$ cat config.mk
export PLATFORM = sky130hd
export DESIGN_NAME = hex_color_spec_parser
export DESIGN_NICKNAME = d
export VERILOG_FILES = /design/src/design/hcsp_pkg.sv /design/src/design/hcsp_step.sv /design/src/design/hex_color_spec_parser.sv
export SDC_FILE = /design/constraint.sdc
export NUM_CORES = 1
export LEC_CHECK = 0
export ABC_AREA = 1
export BUFFER_PORTS_ARGS = -buffer_cell sky130_fd_sc_hd__clkbuf_2
export CORE_UTILIZATION = 51
export CTS_BUF_LIST = sky130_fd_sc_hd__clkbuf_16
export DETAILED_ROUTE_END_ITERATION = 8
export GPL_TIMING_DRIVEN = 0
export MAX_ROUTING_LAYER = met4
export PLACE_DENSITY = 0.75
export SLEW_MARGIN = 20
export SYNTH_ARGS = -nofsm -noshare
export SYNTH_HDL_FRONTEND = slang
export SYNTH_SLANG_ARGS = --single-unit
export TNS_END_PERCENT = 5
$ cat constraint.sdc
create_clock -name clock -period 2.23 [get_ports clock]
set_clock_uncertainty 0.15 [all_clocks]
set_input_delay 0.1115 -clock clock [delete_from_list [all_inputs] [get_ports clock]]
set_output_delay 0.1115 -clock clock [all_outputs]
set_load 0.02 [all_outputs]
$ cat src/design/hcsp_pkg.sv
`timescale 1ns / 1ps
// Shared types, constants and the hex digit decoder of the hex color spec parser.
// Depends on nothing; imported by hcsp_step and hex_color_spec_parser.
package hcsp_pkg;

   localparam int NIBBLE_COUNT = 12;
   localparam int POS_WIDTH    = 4;

   localparam logic [7:0]           HASH_CHAR    = 8'h23;   // '#'
   localparam logic [7:0]           ALPHA_OPAQUE = 8'hFF;
   localparam logic [POS_WIDTH-1:0] POS_SATURATE = 4'd14;
   localparam logic [POS_WIDTH-1:0] POS_LAST_NIB = 4'd12;

   // Accepted total lengths: '#' plus 3, 6, 9 or 12 digits
   localparam logic [POS_WIDTH-1:0] LEN_DIGITS_1 = 4'd4;
   localparam logic [POS_WIDTH-1:0] LEN_DIGITS_2 = 4'd7;
   localparam logic [POS_WIDTH-1:0] LEN_DIGITS_3 = 4'd10;
   localparam logic [POS_WIDTH-1:0] LEN_DIGITS_4 = 4'd13;

   typedef struct packed {
      logic [7:0] char_code;
      logic       is_last;
   } req_type;

   typedef struct packed {
      logic        valid_res;
      logic [15:0] red;
      logic [15:0] green;
      logic [15:0] blue;
      logic [31:0] pixel;
   } rsp_type;

   typedef logic [NIBBLE_COUNT-1:0][3:0] nibble_vec_type;

   // Next-state controls produced by the per-character step
   typedef struct packed {
      logic [POS_WIDTH-1:0] pos_next;
      logic                 bad_next;
      logic                 wr_en;
      logic [POS_WIDTH-1:0] wr_idx;
      logic [3:0]           wr_nib;
   } step_type;

   typedef struct packed {
      logic       is_hex;
      logic [3:0] value;
   } hex_type;

   function automatic hex_type hex_digit(input logic [7:0] c);
      hex_type d;
      d.is_hex = 1'b1;
      d.value  = 4'd0;
      if (c inside {[8'h30:8'h39]}) begin
         d.value = c[3:0];
      end else if (c inside {[8'h61:8'h66], [8'h41:8'h46]}) begin
         d.value = c[3:0] + 4'd9;
      end else begin
         d.is_hex = 1'b0;
      end
      return d;
   endfunction

endpackage

$ cat src/design/hcsp_step.sv
`timescale 1ns / 1ps
// Per-character decode, state update and result assembly of the hex color spec parser.
// Depends on hcsp_pkg.
module hcsp_step
   import hcsp_pkg::*;
(
   input  logic [7:0]           char_code,
   input  logic [POS_WIDTH-1:0] pos,
   input  logic                 bad,
   input  nibble_vec_type       nibbles,
   output step_type             step,
   output rsp_type              result
);

   hex_type             dig;
   logic                in_digits;
   logic [POS_WIDTH-1:0] len;
   nibble_vec_type      merged;
   logic                ok;
   logic [15:0]         red;
   logic [15:0]         green;
   logic [15:0]         blue;

   // Decode the byte and work out the next position and error flag
   always_comb begin
      dig       = hex_digit(char_code);
      in_digits = (pos != '0) && (pos <= POS_LAST_NIB);
      len       = (pos == POS_SATURATE) ? POS_SATURATE : pos + 4'd1;

      step.pos_next = len;
      step.bad_next = bad
                      | ((pos == '0) && (char_code != HASH_CHAR))
                      | (in_digits && !dig.is_hex);
      step.wr_en    = in_digits && dig.is_hex;
      step.wr_idx   = pos - 4'd1;
      step.wr_nib   = dig.value;
   end

   // Stored digits with this byte's digit folded in
   always_comb begin
      for (int i = 0; i < NIBBLE_COUNT; i++) begin
         merged[i] = (step.wr_en && (step.wr_idx == POS_WIDTH'(i))) ? step.wr_nib : nibbles[i];
      end
   end

   // Split the digits into left-aligned components by total length
   always_comb begin
      ok    = 1'b1;
      red   = '0;
      green = '0;
      blue  = '0;
      case (len)
         LEN_DIGITS_1: begin
            red   = {merged[0], 12'h000};
            green = {merged[1], 12'h000};
            blue  = {merged[2], 12'h000};
         end
         LEN_DIGITS_2: begin
            red   = {merged[0], merged[1], 8'h00};
            green = {merged[2], merged[3], 8'h00};
            blue  = {merged[4], merged[5], 8'h00};
         end
         LEN_DIGITS_3: begin
            red   = {merged[0], merged[1], merged[2], 4'h0};
            green = {merged[3], merged[4], merged[5], 4'h0};
            blue  = {merged[6], merged[7], merged[8], 4'h0};
         end
         LEN_DIGITS_4: begin
            red   = {merged[0], merged[1], merged[2], merged[3]};
            green = {merged[4], merged[5], merged[6], merged[7]};
            blue  = {merged[8], merged[9], merged[10], merged[11]};
         end
         default: begin
            ok = 1'b0;
         end
      endcase
      ok = ok && !step.bad_next;

      // A rejected spec reports all zeros
      if (ok) begin
         result.valid_res = 1'b1;
         result.red       = red;
         result.green     = green;
         result.blue      = blue;
         result.pixel     = {ALPHA_OPAQUE, red[15:8], green[15:8], blue[15:8]};
      end else begin
         result = '0;
      end
   end

endmodule

$ cat src/design/hex_color_spec_parser.sv
`timescale 1ns / 1ps
// Top level of the hex color spec parser: input register, parse state and result register.
// Depends on hcsp_pkg and hcsp_step.
//
//   channel  ports                         payload   direction
//   request  req_valid req_stall req_data   req_type  in: one spec byte, last flag
//   response rsp_valid rsp_stall rsp_data   rsp_type  out: one result per spec
//
// One byte is taken every cycle while the input does not stall; the rate is set by the
// combinational step logic between the input register and the parse state / result register.
// A spec's result is loaded into the result register as its last byte leaves the input register.
// Reset empties both registers and returns the parser to the start of a spec.
// A stalled response holds the result; non-last bytes keep flowing, and a last byte
// waits in the input register until the result register frees up.
module hex_color_spec_parser
   import hcsp_pkg::*;
(
   input  logic    clock,
   input  logic    reset,
   input  logic    req_valid,
   output logic    req_stall,
   input  req_type req_data,
   output logic    rsp_valid,
   input  logic    rsp_stall,
   output rsp_type rsp_data
);

   logic                 in_valid_ff;
   logic                 in_valid_in;
   req_type              in_data_ff;
   logic [POS_WIDTH-1:0] pos_ff;
   logic                 bad_ff;
   nibble_vec_type       nibble_ff;
   logic                 out_valid_ff;
   logic                 out_valid_in;
   rsp_type              out_data_ff;
   logic                 out_free;
   logic                 step_fire;
   step_type             step;
   rsp_type              result;

   hcsp_step u_step (
      .char_code (in_data_ff.char_code),
      .pos       (pos_ff),
      .bad       (bad_ff),
      .nibbles   (nibble_ff),
      .step      (step),
      .result    (result)
   );

   // Handshake: a last byte needs room in the result register
   assign out_free     = !out_valid_ff || !rsp_stall;
   assign step_fire    = in_valid_ff && (!in_data_ff.is_last || out_free);
   assign req_stall    = in_valid_ff && !step_fire;
   assign in_valid_in  = req_valid || (in_valid_ff && !step_fire);
   assign out_valid_in = (step_fire && in_data_ff.is_last) || (out_valid_ff && !out_free);

   // Input register
   always_ff @(posedge clock) begin
      if (reset) begin
         in_valid_ff <= 1'b0;
      end else begin
         in_valid_ff <= in_valid_in;
      end
      if (!req_stall) begin
         in_data_ff <= req_data;
      end
   end

   // Parse state; a last byte returns it to the start of a spec
   always_ff @(posedge clock) begin
      if (reset) begin
         pos_ff <= '0;
         bad_ff <= 1'b0;
      end else if (step_fire) begin
         if (in_data_ff.is_last) begin
            pos_ff <= '0;
            bad_ff <= 1'b0;
         end else begin
            pos_ff <= step.pos_next;
            bad_ff <= step.bad_next;
         end
      end
      if (step_fire && step.wr_en) begin
         nibble_ff[step.wr_idx] <= step.wr_nib;
      end
   end

   // Result register
   always_ff @(posedge clock) begin
      if (reset) begin
         out_valid_ff <= 1'b0;
      end else begin
         out_valid_ff <= out_valid_in;
      end
      if (step_fire && in_data_ff.is_last) begin
         out_data_ff <= result;
      end
   end

   assign rsp_valid = out_valid_ff;
   assign rsp_data  = out_data_ff;

   // Checks
   a_pos_range: assert property (@(posedge clock) disable iff (reset)
      pos_ff <= POS_SATURATE)
      else $error("position count beyond saturation");

   a_last_restarts: assert property (@(posedge clock) disable iff (reset)
      step_fire && in_data_ff.is_last |=> out_valid_ff && pos_ff == '0 && !bad_ff)
      else $error("last byte did not produce a result and restart");

   a_pixel_alpha: assert property (@(posedge clock) disable iff (reset)
      out_valid_ff && out_data_ff.valid_res |-> out_data_ff.pixel[31:24] == ALPHA_OPAQUE)
      else $error("valid result without opaque alpha");

   a_reject_zero: assert property (@(posedge clock) disable iff (reset)
      out_valid_ff && !out_data_ff.valid_res |-> out_data_ff == '0)
      else $error("rejected spec with nonzero fields");

   a_stall_cause: assert property (@(posedge clock) disable iff (reset)
      req_stall |-> in_valid_ff && in_data_ff.is_last && out_valid_ff)
      else $error("input stalled without a waiting last byte");

endmodule

==> flow_summary.ini <==
[finish]
finalNonFillerCells = 1011
area_delta_synth_final_pct = 43.9
fillCellCount = 733
antenna_cells = 0
final_area_um2 = 8570
final_nets = 878
drive_gt1_frac = 0.424

[routing]
ant_nets = 0
first_pass_iters = 7
wl_met1_um = 6560
routedWlPerCell_um = 16.9
drc_errors = 0
wl_met3_um = 1460
top_layer = met4
drt_iter0_markers = 414
wl_met2_um = 8370
vias = 5474
viasPerCell = 5.41
drt-total-wl_um = 17100

[placed_design]
place_ws_ns = -0.885
dpl.hpwl_um = 10400
place_congestion = 0.988
dpl_cell_area_um2 = 6630
dpl.cell_count = 910
portBuffers = 95

[synth]
syn-num-nets = 694
synth.distinct_cells = 32
synth_seq_cells = 113
synth_edf_count = 106
ys_seq_area_frac = 0.558
synth_area_um2 = 5960
synth_area_per_cell_um2 = 8.88
synthCells = 671
synthFlopType = edfxtp_1
ys_async_sr_fraction = 0
ys_warn_count = 0

[cts]
cts.sinks = 113
htree_num_levels = 4
cts_tree = built
insertion_delay_ns = 0.42
cts_buffers = 17
clk_pin_slew_ns = 0.06
cts.path.max_buffers = 2
cts-root-buf = clkbuf_16

[min_path]
hold_path.class = in2reg

[timing]
slew_headroom = 0.638
finalHoldViolations = 0
tightestPinTransition_ns = 0.542
fin_crit_sh = 1.06
drv_slew = 0
period_needed_ns = 2.35
rsz0062_at_grt = yes
finalSetupViolCount = 79
fin_tns_setup_ns = -5.15
fmax_mhz = 425
timing.final.ws_setup_ns = -0.124

[status]
status = complete, but fails checks
violations = negative setup slack

[floorplan]
core_um2 = 11400
die_y_um = 110
ios = 96
start_util = 0.522
die_x_um = 110
rows = 39
fp.dieArea_um2 = 12100

[power]
peakVddDrop_v = 0.000434
p_leak_uw = 0.00373
p_per_area_nw_per_um2 = 637

[worst_setup_path]
end_kind = flop
start_kind = flop
path_max_fanout = 7
crit_required_ns = 2.25
critPathKind = reg2reg
arrival_ns = 2.37

[global_route]
grt_pass1_vias = 5250
grt_usage = 0.302
grt_start_max_net_pins = 36
grt_pass1_wl_um = 25900
antenna_found_initial = 0
gr-total-overflow = 0

[job]
drv_cap = 0
[synthesized netlist by cell type, types with 4 or more instances]
library cell | n | area (um^2)
a21oi_1 | 12 | 60.1
ha_1 | 10 | 125
nand3_1 | 88 | 440
edfxtp_1 | 106 | 3180
dfxtp_1 | 7 | 140
inv_2 | 4 | 15.0
buf_2 | 7 | 35.0
nor2_1 | 82 | 308
inv_1 | 82 | 308
nand2_1 | 186 | 698
buf_4 | 33 | 248
o21ai_0 | 12 | 60.1
nand4_1 | 10 | 62.6
[timing repair]
item | 4_1_cts | 5_1_grt
buffers inserted | 47 | 4
hold buffers | 14 | 0
endpoints found under the setup margin | 133 | 117
resized for setup | 170 | 32
endpoints found under the hold margin | 16 | 0
cloned | 4 | 0
pin swaps | 39 | 15
[cells by family (layout without fill, tap and decap cells)]
family                   Yosys count  in the layout  synth area share
AO/OA/AOI/OAI                     28             28            0.0248
buffers and inverters            132            329             0.109
AND/OR/NAND/NOR                  386            386             0.284
adder cells (fa/ha/maj)           10             10            0.0210
XOR/XNOR                           2              2           0.00294
flip-flops                       113            113             0.558
[where the power goes]
| part | leakage [uW] | total [uW] | internal, uW | switching (uW) |
|---|---|---|---|---|
| sequential | 0.00104 | 2360 | 2340 | 21.0 |
| combinational | 0.00242 | 409 | 161 | 248 |
| clock | 0.000267 | 2690 | 1650 | 1040 |
[final cells by class]
class	count	area, um^2	area share
buffer	44	372	0.0434
clock buffer	17	425	0.0496
clock inverter	15	164	0.0191
inverter	88	353	0.0412
multi-input combinational	426	2580	0.301
sequential	113	3330	0.389
tap	143	179	0.0209
timing repair buffer	165	1160	0.136
[per-stage QoR]
stage          power [uW]   util  hold slack (ns)
6_report             5460  0.751            0.259
5_1_grt              5590  0.751            0.259
4_1_cts              5420  0.738            0.258
3_5_place_dp         2660  0.581            0.140
3_3_place_gp         2660  0.579            0.139
2_1_floorplan        2570      -           0.0306
[worst max-delay path, stage by stage (launching register included)]
cell	delay, ns
edfxtp_1	0.47
inv_2	0.14
ha_1	0.15
nand2_1	0.06
nand3_2	0.08
nand3_2	0.09
nand2_4	0.11
buf_12	0.14
nand2_8	0.10
nor2_4	0.18
nand2_2	0.09
nand3_2	0.09
nand2_2	0.07
nor2_2	0.11
nor2_1	0.06
[final timing paths]
path            startpoint             to  slack [ns]  depth (start not counted)
max          in_data_ff[1]   rsp_data[44]       -0.12                         14
min            req_data[4]  in_data_ff[4]        0.26                          2
max reg2reg  in_data_ff[1]   rsp_data[44]       -0.12                         14
min reg2reg         bad_ff         bad_ff        0.33                          2
[layout by cell type, fill, tap and decap left out, types with 8 or more instances in the layout]
cell type,Yosys,routed
a21oi_1,12,8
buf_4,33,77
buf_6,3,11
clkbuf_16,0,17
clkbuf_2,0,96
clkinvlp_4,0,8
dlygate4sd3_1,0,14
edfxtp_1,106,106
inv_1,82,65
inv_2,4,15
nand2_1,186,155
nand2_2,3,26
nand2_4,2,9
nand3_1,88,66
nand3_2,3,14
nand3_4,1,12
nand4_1,10,10
nor2_1,82,46
nor2_2,2,22
nor2_4,2,18
o21ai_0,12,8
[layer usage]
metal  global-route usage  vias to the layer above
met4                0.150                        0
met3               0.0600                       71
met1                0.347                     2556
met5                    -                        -
li1                     -                     2549
met2                0.503                      298
[flip-flops by register name, summed over array words and instances (netlist names)]
signal,flops
bad_ff,1
in_data_ff,9
in_valid_ff,1
nibble_ff,48
pos_ff,4
rsp_data,49
rsp_valid,1
Power figures use the tool's default switching activity.
